==> config.mk <==
export PLATFORM = sky130hd
export DESIGN_NAME = bbs_key_byte_generator
export DESIGN_NICKNAME = d
export VERILOG_FILES = /design/src/rtl/bbs_pkg.sv /design/src/rtl/bbs_key_byte_generator.sv
export SDC_FILE = /design/constraint.sdc
export NUM_CORES = 1
export LEC_CHECK = 0
export BUFFER_PORTS_ARGS = -buffer_cell sky130_fd_sc_hd__buf_2
export CORE_MARGIN = 2
export CORE_UTILIZATION = 58
export DETAILED_ROUTE_END_ITERATION = 8
export HOLD_SLACK_MARGIN = 0.1
export PLACE_DENSITY_LB_ADDON = 0.2
export SLEW_MARGIN = 25
export SYNTH_ARGS = -nofsm -noshare
export SYNTH_HDL_FRONTEND = slang
export SYNTH_SLANG_ARGS = --single-unit
==> constraint.sdc <==
create_clock -name clk -period 7 [get_ports clk]
set_input_delay 1.4 -clock clk [delete_from_list [all_inputs] [get_ports clk]]
set_output_delay 1.4 -clock clk [all_outputs]
set_load 0.01 [all_outputs]
==> src/rtl/bbs_pkg.sv <==
// package: shared constants for the blum blum shub key byte generator
package bbs_pkg;

	// default width of the modulus, the seed and the running value
	localparam int DEFAULT_MOD_WIDTH = 20;

	// number of generated bits in one key byte
	localparam int BITS_PER_BYTE = 8;

	// configuration port index width and register indexes
	localparam int CFG_INDEX_W = 2;
	localparam logic [CFG_INDEX_W-1:0] CFG_MODULUS = 2'd0;
	localparam logic [CFG_INDEX_W-1:0] CFG_SEED    = 2'd1;

	// register values after reset
	localparam int MODULUS_RESET = 2;
	localparam int SEED_RESET    = 1;

endpackage

==> src/rtl/bbs_key_byte_generator.sv <==
// top level: blum blum shub key byte generator with a bit-serial modular squarer
//
// Usage: each input transaction (in_valid/in_ready) requests one key byte; new_key
// set restarts the sequence from seed squared mod modulus before the byte is made.
// The result transaction (out_valid/out_ready) carries key_byte, first bit in bit 0.
// Registers modulus (index 0) and seed (index 1) are written through cfg_we,
// cfg_index, cfg_data; users must do so only while the block is idle; not enforced.
//
// Operation: the operand is first reduced mod modulus, one bit a cycle, then
// squared by an interleaved shift-add modular multiplier that takes one
// multiplier bit a cycle. A byte takes one reduction pass and one squaring
// per key bit, plus one more squaring when new_key is set, all done by that
// one squaring unit. One item is in work at a time; in_ready is high only while
// no item is in work.
//
// Reset: arst_n clears the running value to zero, sets modulus to 2 and seed to 1,
// and empties the output register. If the receiver stalls, the finished byte waits
// in the output register and a new request is still taken; its result then waits
// in the unit until the output register is free.
module bbs_key_byte_generator #(
	parameter int MOD_WIDTH = bbs_pkg::DEFAULT_MOD_WIDTH
) (
	input  logic                          clk,
	input  logic                          arst_n,
	// configuration port
	input  logic                          cfg_we,
	input  logic [bbs_pkg::CFG_INDEX_W-1:0] cfg_index,
	input  logic [MOD_WIDTH-1:0]          cfg_data,
	// request channel
	input  logic                          in_valid,
	output logic                          in_ready,
	input  logic                          new_key,
	// result channel
	output logic                          out_valid,
	input  logic                          out_ready,
	output logic [bbs_pkg::BITS_PER_BYTE-1:0] key_byte
);

	localparam int CNT_W = $clog2(MOD_WIDTH);
	localparam int BIT_W = $clog2(bbs_pkg::BITS_PER_BYTE);
	localparam logic [CNT_W-1:0] CNT_LAST = CNT_W'(MOD_WIDTH - 1);
	localparam logic [BIT_W-1:0] BIT_LAST = BIT_W'(bbs_pkg::BITS_PER_BYTE - 1);

	localparam logic [1:0] ST_IDLE = 2'd0;
	localparam logic [1:0] ST_RED  = 2'd1;
	localparam logic [1:0] ST_MUL  = 2'd2;
	localparam logic [1:0] ST_DONE = 2'd3;

	logic [1:0]                          state_q;
	logic [MOD_WIDTH-1:0]                modulus_q;
	logic [MOD_WIDTH-1:0]                seed_q;
	logic [MOD_WIDTH-1:0]                x_q;
	logic [MOD_WIDTH-1:0]                sh_q;
	logic [MOD_WIDTH-1:0]                a_q;
	logic [MOD_WIDTH-1:0]                r_q;
	logic [CNT_W-1:0]                    cnt_q;
	logic [BIT_W-1:0]                    bit_cnt_q;
	logic                                seed_ph_q;
	logic [bbs_pkg::BITS_PER_BYTE-1:0]   byte_q;
	logic                                out_valid_q;
	logic [bbs_pkg::BITS_PER_BYTE-1:0]   key_byte_q;

	logic                                mod_zero;
	logic                                in_acc;
	logic                                out_free;
	logic [MOD_WIDTH:0]                  red_t;
	logic [MOD_WIDTH-1:0]                red_next;
	logic [MOD_WIDTH:0]                  dbl_t;
	logic [MOD_WIDTH-1:0]                dbl_r;
	logic [MOD_WIDTH:0]                  add_t;
	logic [MOD_WIDTH-1:0]                mul_next;
	logic [MOD_WIDTH-1:0]                sq_res;

	assign mod_zero  = (modulus_q == '0);
	assign in_ready  = (state_q == ST_IDLE);
	assign in_acc    = in_valid && in_ready;
	assign out_free  = !out_valid_q || out_ready;
	assign out_valid = out_valid_q;
	assign key_byte  = key_byte_q;

	// reduction step: shift in one operand bit, subtract modulus once
	always_comb begin
		red_t = {r_q, sh_q[MOD_WIDTH-1]};
		if (red_t >= {1'b0, modulus_q}) begin
			red_t = red_t - {1'b0, modulus_q};
		end
		red_next = red_t[MOD_WIDTH-1:0];
	end

	// multiply step: double mod n, then add the multiplicand if the bit is set
	always_comb begin
		dbl_t = {r_q, 1'b0};
		if (dbl_t >= {1'b0, modulus_q}) begin
			dbl_t = dbl_t - {1'b0, modulus_q};
		end
		dbl_r = dbl_t[MOD_WIDTH-1:0];
		add_t = {1'b0, dbl_r} + (sh_q[MOD_WIDTH-1] ? {1'b0, a_q} : '0);
		if (add_t >= {1'b0, modulus_q}) begin
			add_t = add_t - {1'b0, modulus_q};
		end
		mul_next = add_t[MOD_WIDTH-1:0];
		sq_res   = mod_zero ? '0 : mul_next;
	end

	// configuration registers
	always_ff @(posedge clk or negedge arst_n) begin
		if (!arst_n) begin
			modulus_q <= MOD_WIDTH'(bbs_pkg::MODULUS_RESET);
			seed_q    <= MOD_WIDTH'(bbs_pkg::SEED_RESET);
		end else if (cfg_we) begin
			case (cfg_index)
				bbs_pkg::CFG_MODULUS: modulus_q <= cfg_data;
				bbs_pkg::CFG_SEED:    seed_q    <= cfg_data;
				default: ;
			endcase
		end
	end

	// sequencer and bit-serial datapath
	always_ff @(posedge clk or negedge arst_n) begin
		if (!arst_n) begin
			state_q   <= ST_IDLE;
			x_q       <= '0;
			sh_q      <= '0;
			a_q       <= '0;
			byte_q    <= '0;
			cnt_q     <= '0;
			bit_cnt_q <= '0;
			seed_ph_q <= 1'b0;
			r_q       <= '0;
		end else begin
			case (state_q)
				ST_IDLE: begin
					if (in_acc) begin
						sh_q      <= new_key ? seed_q : x_q;
						r_q       <= '0;
						cnt_q     <= CNT_LAST;
						bit_cnt_q <= '0;
						seed_ph_q <= new_key;
						state_q   <= ST_RED;
					end
				end
				ST_RED: begin
					if (cnt_q == '0) begin
						a_q     <= red_next;
						sh_q    <= red_next;
						r_q     <= '0;
						cnt_q   <= CNT_LAST;
						state_q <= ST_MUL;
					end else begin
						sh_q  <= {sh_q[MOD_WIDTH-2:0], 1'b0};
						r_q   <= red_next;
						cnt_q <= cnt_q - 1'b1;
					end
				end
				ST_MUL: begin
					if (cnt_q == '0) begin
						a_q   <= sq_res;
						sh_q  <= sq_res;
						r_q   <= '0;
						cnt_q <= CNT_LAST;
						if (seed_ph_q) begin
							seed_ph_q <= 1'b0;
						end else begin
							byte_q    <= {sq_res[0], byte_q[bbs_pkg::BITS_PER_BYTE-1:1]};
							bit_cnt_q <= bit_cnt_q + 1'b1;
							if (bit_cnt_q == BIT_LAST) begin
								x_q     <= sq_res;
								state_q <= ST_DONE;
							end
						end
					end else begin
						sh_q  <= {sh_q[MOD_WIDTH-2:0], 1'b0};
						r_q   <= mul_next;
						cnt_q <= cnt_q - 1'b1;
					end
				end
				ST_DONE: begin
					if (out_free) begin
						state_q <= ST_IDLE;
					end
				end
				default: state_q <= ST_IDLE;
			endcase
		end
	end

	// output register
	always_ff @(posedge clk or negedge arst_n) begin
		if (!arst_n) begin
			out_valid_q <= 1'b0;
			key_byte_q  <= '0;
		end else if (state_q == ST_DONE && out_free) begin
			out_valid_q <= 1'b1;
			key_byte_q  <= byte_q;
		end else if (out_ready) begin
			out_valid_q <= 1'b0;
		end
	end

`ifndef SYNTH
	// an accepted request always starts with the reduction pass
	a_start: assert property (@(posedge clk) disable iff (!arst_n)
		in_acc |=> state_q == ST_RED)
		else $error("request accepted without starting reduction");

	// reduction remainder stays below a nonzero modulus
	a_red_range: assert property (@(posedge clk) disable iff (!arst_n)
		(state_q == ST_RED && !mod_zero) |-> r_q < modulus_q)
		else $error("reduction remainder out of range");

	// multiplier accumulator and multiplicand stay below a nonzero modulus
	a_mul_range: assert property (@(posedge clk) disable iff (!arst_n)
		(state_q == ST_MUL && !mod_zero) |-> (r_q < modulus_q && a_q < modulus_q))
		else $error("multiplier operand out of range");

	// a finished byte waits while the output register is still held
	a_done_hold: assert property (@(posedge clk) disable iff (!arst_n)
		(state_q == ST_DONE && out_valid_q && !out_ready) |=> state_q == ST_DONE)
		else $error("finished byte dropped while output stalled");
`endif

endmodule
* Word-level counts from Yosys, hierarchy flattened
Cells that the tools add are included.
** Word-level totals
- Flip-flop bits (word level) :: 148
- Output and inout bits :: 10
- Word-level logic and storage cells :: 94
** Cells by class
- $add $sub $neg :: 6
- Magnitude comparators :: 3
- Equal/unequal tests :: 11
- Muxes and demuxes :: 36
- Bitwise gates (word level) :: 1
- Reductions and logical operators :: 24
** Operators by type and width (count)
- $mux W20 :: 14
- $pmux W20 S3 :: 2
- $ge A21 B20 Y1 :: 3
- $sub A20 B20 Y20 :: 3
- $pmux W20 S2 :: 1
- $add A20 B20 Y21 :: 1
- $logic_not A20 Y1 :: 1
- $mux W2 :: 6
- $mux W5 :: 2
- $ne A2 B2 Y1 const B :: 5
- $pmux W5 S2 :: 1
- $mux W3 :: 3
- $reduce_and A3 Y1 :: 3
- $pmux W2 S4 :: 1
- $reduce_and A2 Y1 :: 4
- $reduce_and A4 Y1 :: 2
- $reduce_bool A2 Y1 :: 4
- $pmux W3 S2 :: 1
- $reduce_and A6 Y1 :: 1
- $logic_not A5 Y1 :: 1
- $sub A5 B1 Y5 const B :: 1
- $eq A2 B1 Y1 const B :: 2
- $eq A2 B2 Y1 const B :: 2
- $logic_not A2 Y1 :: 2
- 11 further kinds :: 15

* Longest topological paths before layout
- Depth in word-level cells :: 8
- Gate-level depth with buffers :: 29
- Depth with buffers taken out :: 26

* Worst setup path before layout
No wires, ideal clock.
- Path type :: reg2reg
- Start :: register modulus_q[1]
- End :: register sh_q[0]
- Library setup time :: 151 ps
- Arrival time :: 6377 ps
- Data required time :: 6849 ps
- Setup slack :: 472 ps
- Stages on the path, launching flop included :: 29
- Path buffers :: 3
- Clock period less this slack :: 6528 ps
- Path through :: dfstp_2 > inv_1 > ha_1 > nand4_1 > nor2_1 > or2_2 > a221oi_1 > o211a_1 > buf_2 > clkbuf_1 > nand2_1 > o21ai_0 > ha_1 > o21a_1 > o21a_1 > a21o_1 > a21oi_1 > nor2b_1 > o311ai_0 > ha_1 > and4_1 > and3_1 > o31a_1 > or3_4 > a32oi_4 > nand2_2 > buf_2 > o211ai_1 > a41oi_1
** Between the ends
- Longest elaborated chain between the ends :: 8
- Elaborated cells between the ends (all ways) :: 14
- Classes of those cells :: add/sub: 3; order compare: 3; mux: 7; reduce/logical: 1
** Ends and longest elaborated chain
- from (decl) :: RTL line bbs_key_byte_generator.sv:50 : logic [MOD_WIDTH-1:0] modulus_q;
- from (signal assigned) :: RTL line bbs_key_byte_generator.sv:108 : modulus_q <= MOD_WIDTH'(bbs_pkg::MODULUS_RESET);
- from (signal assigned) :: RTL line bbs_key_byte_generator.sv:112 : bbs_pkg::CFG_MODULUS: modulus_q <= cfg_data;
- $ge A21 B20 Y1 or $sub A20 B20 Y20 (tied branches) :: RTL line bbs_key_byte_generator.sv:93, bbs_key_byte_generator.sv:94
- $mux W20 :: RTL line bbs_key_byte_generator.sv:93 : if (dbl_t >= {1'b0, modulus_q}) begin
- $add A20 B20 Y21 :: RTL line bbs_key_byte_generator.sv:97 : add_t = {1'b0, dbl_r} + (sh_q[MOD_WIDTH-1] ? {1'b0, a_q} : '0);
- $sub A20 B20 Y20 or $ge A21 B20 Y1 (tied branches) :: RTL line bbs_key_byte_generator.sv:99, bbs_key_byte_generator.sv:98
- $mux W20 :: RTL line bbs_key_byte_generator.sv:98 : if (add_t >= {1'b0, modulus_q}) begin
- $mux W20 :: RTL line bbs_key_byte_generator.sv:102 : sq_res = mod_zero ? '0 : mul_next;
- $mux W20 :: RTL line bbs_key_byte_generator.sv:157 : if (cnt_q == '0) begin
- $pmux W20 S3 * :: RTL line bbs_key_byte_generator.sv:132 : case (state_q)
- to (signal assigned) :: RTL line bbs_key_byte_generator.sv:135 : sh_q <= new_key ? seed_q : x_q;
- to (signal assigned) :: RTL line bbs_key_byte_generator.sv:146 : sh_q <= red_next;
- to (signal assigned) :: RTL line bbs_key_byte_generator.sv:159 : sh_q <= sq_res;
- to (decl) :: RTL line bbs_key_byte_generator.sv:53 : logic [MOD_WIDTH-1:0] sh_q;
Mark *: on every way between the ends. The rest lies on a longest branch, timed or not.
A chain may end at the register's enable or synchronous reset.

* Worst setup path in the final report
- Start :: register modulus_q[2]
- End :: register r_q[9]
** Between the ends
- Longest elaborated chain between the ends :: 7
- Elaborated cells between the ends (all ways) :: 13
- Classes of those cells :: add/sub: 4; order compare: 3; mux: 6
** Ends and longest elaborated chain
- $sub A20 B20 Y20 or $ge A21 B20 Y1 (tied branches) :: RTL line bbs_key_byte_generator.sv:94, bbs_key_byte_generator.sv:93
- $mux W20 :: RTL line bbs_key_byte_generator.sv:93
- $add A20 B20 Y21 :: RTL line bbs_key_byte_generator.sv:97
- $sub A20 B20 Y20 or $ge A21 B20 Y1 (tied branches) :: RTL line bbs_key_byte_generator.sv:99, bbs_key_byte_generator.sv:98
- $mux W20 :: RTL line bbs_key_byte_generator.sv:98
- $mux W20 :: RTL line bbs_key_byte_generator.sv:157
- $pmux W20 S3 * :: RTL line bbs_key_byte_generator.sv:132
- to (signal assigned) :: RTL line bbs_key_byte_generator.sv:152 : r_q <= red_next;
- to (signal assigned) :: RTL line bbs_key_byte_generator.sv:174 : r_q <= mul_next;
- to (decl) :: RTL line bbs_key_byte_generator.sv:55 : logic [MOD_WIDTH-1:0] r_q;
Marked as above.

==> qor.yml <==
synth_compound_area_share_pct: 25.7
synth-simple-area-share_pct: 18.0
dieWidth_um: 144
placed_cell_area_um2: 12200
overflow: 0
ys_seq_elements: 148
routedWlPerCell_um: 25.5
grt_pass1_wl_um: 64000
start_kind: "flop"
synth.yosys.warnings: 0
numPortBuffers: 37
dieArea_um2: 20700
drcViolationCount: 0
fin_crit_sh_pct: 95.6
slew_viol_final: 0
routabilityCongestion: 1.05
coreArea_um2: 19300
muxShareOfSynthArea_pct: 6.10
grt_pass1_vias: 10500
crit_type: "flop to flop"
place_inst: 1652
setup_viol: 0
synth_nets: 1443
synth_ff_type: "dfrtp_1"
vias: 11400
cp.arrival_ps: 7010
tightestPinTransition_ps: 1210
yosysSeqAreaShare_pct: 32.7
synth.area.top_cells: "dfrtp_1 32%, ha_1 7.6%, nand2_1 6.4%"
synth_area_per_cell_um2: 8.45
rows: 51
critPathRequiredTime_ps: 7320
yosys.area.top_type: "dfrtp_1"
rsz0062_at_grt: "no"
antenna_found_initial: 1
ctsHoldBuffers: 0
vias_per_cell: 6.74
synth_edf_count: 0
fin_hold_ws_ps: 479
drv_cap: 0
nets: 1512
dpl.hpwl_um: 33000
async_flop_share_pct: 100
synth_fa_ha_area_share_pct: 8.32
outcome: "complete, no violations"
cts_made_buffers: 17
clockRootBuffer: "clkbuf_16"
initial_core_util_pct: 58.6
fin_setup_tns_ps: 0
cts_tree: "built"
n_antenna_cell: 0
hold_path.class: "flop to flop"
finalHoldViolCount: 0
synth.distinct_cells: 79
h-tree-depth: 4
final_cells: 1689
grt_max_degree: 83
clk_path_buf_depth: 2
synthesis.instances: 1342
postRouteWirelength_um: 43100
cts.sinks: 148
final_cell_area_um2: 12900
drt-initial-drc-count: 1367
finClkSkew_ps: 8.90
clock_latency_ps: 440
maxSlewHeadroom_pct: 19.1
drt-pass1-iter-count: 7
synth_top_area_share_pct: 32.2
max_freq_mhz: 149
synth_top_family_by_area: "compound AO/OA/AOI/OAI gates"
cp-end-kind: "flop"
synthToLayoutAreaGrowth_pct: 13.9
io_pins: 38
fp.dieH_um: 144
grt_usage_pct: 42.3
clk_pin_slew_worst_paths_ps: 70
fill_cells: 1679
netlist_area_um2: 11300
final_layout_size_suffix_gt1_share_pct: 16.5
drtAntennaViolNets: 0
synthXorXnorAreaFrac_pct: 4.79
finalCriticalPeriod_ps: 6690
cp_max_fo: 21
-- cell type report --
| class | instances | area (µm²) | share of cell area (%) |
|---|---|---|---|
| clock buffer | 17 | 425 | 3.29 |
| clock inverter | 15 | 188 | 1.45 |
| inverter | 49 | 184 | 1.42 |
| multi-input combinational | 1072 | 7230 | 55.9 |
| sequential | 148 | 3710 | 28.7 |
| tap | 265 | 332 | 2.57 |
| timing repair buffer | 123 | 856 | 6.63 |
-- state kept, by name, summed over array words and instances, names as in the netlist --
| signal | count |
|---|---|
| a_q | 20 |
| bit_cnt_q | 3 |
| byte_q | 8 |
| cnt_q | 5 |
| key_byte | 8 |
| modulus_q | 20 |
| out_valid | 1 |
| r_q | 20 |
| seed_ph_q | 1 |
| seed_q | 20 |
| sh_q | 20 |
| state_q | 2 |
| x_q | 20 |
-- per-stage QoR --
stage          utilization, %  setup WS, ps
6_report                 66.8           310
5_1_grt                  66.8         0.282
4_1_cts                  66.2          24.9
3_5_place_dp             62.9          10.9
3_3_place_gp             62.9          65.0
2_1_floorplan               -           472
-- synthesized netlist by cell type, types with 5 or more instances --
cell type / instances
o21bai_1: 10
nor4_1: 9
inv_1: 49
ha_1: 69
mux2_2: 33
buf_2: 18
clkbuf_1: 48
nor3_1: 27
a211oi_1: 6
xor2_1: 21
a21oi_1: 103
or3_1: 12
o211ai_1: 34
mux2i_1: 32
dfrtp_1: 146
xnor2_1: 41
nand2b_1: 10
a21o_1: 24
o21a_1: 26
a31oi_1: 13
and2_1: 27
a221oi_1: 6
nor2b_1: 12
o31ai_1: 14
nand3_1: 19
o221ai_1: 20
o22ai_1: 21
nand4_1: 13
and4_1: 6
o21ai_1: 8
o21ai_0: 115
o31a_1: 5
nand2_1: 194
nor2_1: 52
and3_1: 8
or2_2: 13
-- path summary, 6_finish.rpt --
path | start | to | cells past startpoint | slack [ps]
worst min-delay path | x_q[11]$_DFFE_PN0P_ | x_q[11]$_DFFE_PN0P_ | 2 | 480
worst max register to register | modulus_q[2]$_DFFE_PN0P_ | r_q[9]$_DFFE_PN0P_ | 25 | 310
worst min register to register | x_q[11]$_DFFE_PN0P_ | x_q[11]$_DFFE_PN0P_ | 2 | 480
min in group asynchronous | arst_n | key_byte[3]$_DFFE_PN0P_ | 1 | 950
worst max-delay path | modulus_q[2]$_DFFE_PN0P_ | r_q[9]$_DFFE_PN0P_ | 25 | 310
max in group asynchronous | arst_n | a_q[12]$_DFFE_PN0P_ | 2 | 4810
-- layout by cell type (no fill, tap or decap), types with 21 or more instances in the layout --
master,synthesis,layout
mux2_2,33,33
a21o_1,24,24
o21ai_0,115,112
mux2i_1,32,32
nor2_1,52,48
o21a_1,26,26
o211ai_1,34,34
nand2_1,194,193
buf_2,18,36
a21oi_1,103,100
dfrtp_1,146,146
inv_1,49,48
xnor2_1,41,40
o22ai_1,21,21
nor3_1,27,27
xor2_1,21,21
buf_4,2,81
ha_1,69,68
and2_1,27,27
-- metal layers --
metal | vias up | routed length, µm | GRT usage, %
li1 | 5044 | - | -
met1 | 5440 | 16800 | 54.3
met2 | 703 | 18100 | 62.4
met3 | 200 | 4230 | 9.96
met4 | 2 | 3900 | 30.7
met5 | - | 15 | 0
-- critical path: stages (launching register included) --
cell	delay (ps)
dfrtp_1	370
inv_1	200
ha_1	290
a21oi_1	190
o21ai_0	120
or2_2	340
a221oi_2	280
o211a_1	240
buf_6	200
nor2_1	70
ha_1	260
fa_1	410
a21o_1	230
a221oi_1	380
o21bai_1	120
a21oi_1	190
xnor2_1	310
ha_1	440
and3_1	190
o31a_1	130
or3_4	420
a32o_4	420
o21ai_0	280
o21ai_1	100
buf_4	160
o221ai_1	190
-- kinds of logic (layout without fill, tap and decap cells) --
family	count (synthesis)	in the layout
AND/OR/NAND/NOR	425	425
multiplexers	65	65
XOR/XNOR	62	62
flip-flops	148	148
AO/OA/AOI/OAI	447	447
buffers and inverters	122	204
adder cells (fa/ha/maj)	73	73
-- timing repair --
item                                    in CTS  in global routing
resized for setup                            4                 17
pin swaps                                    0                  3
hold endpoints to repair                     0                  0
endpoints found under the setup margin       6                 81
buffers inserted                             0                  4
Power is left out: the tool's default activity adds up to more than one toggle a clock period on the data nets, which glitch-free logic cannot reach.
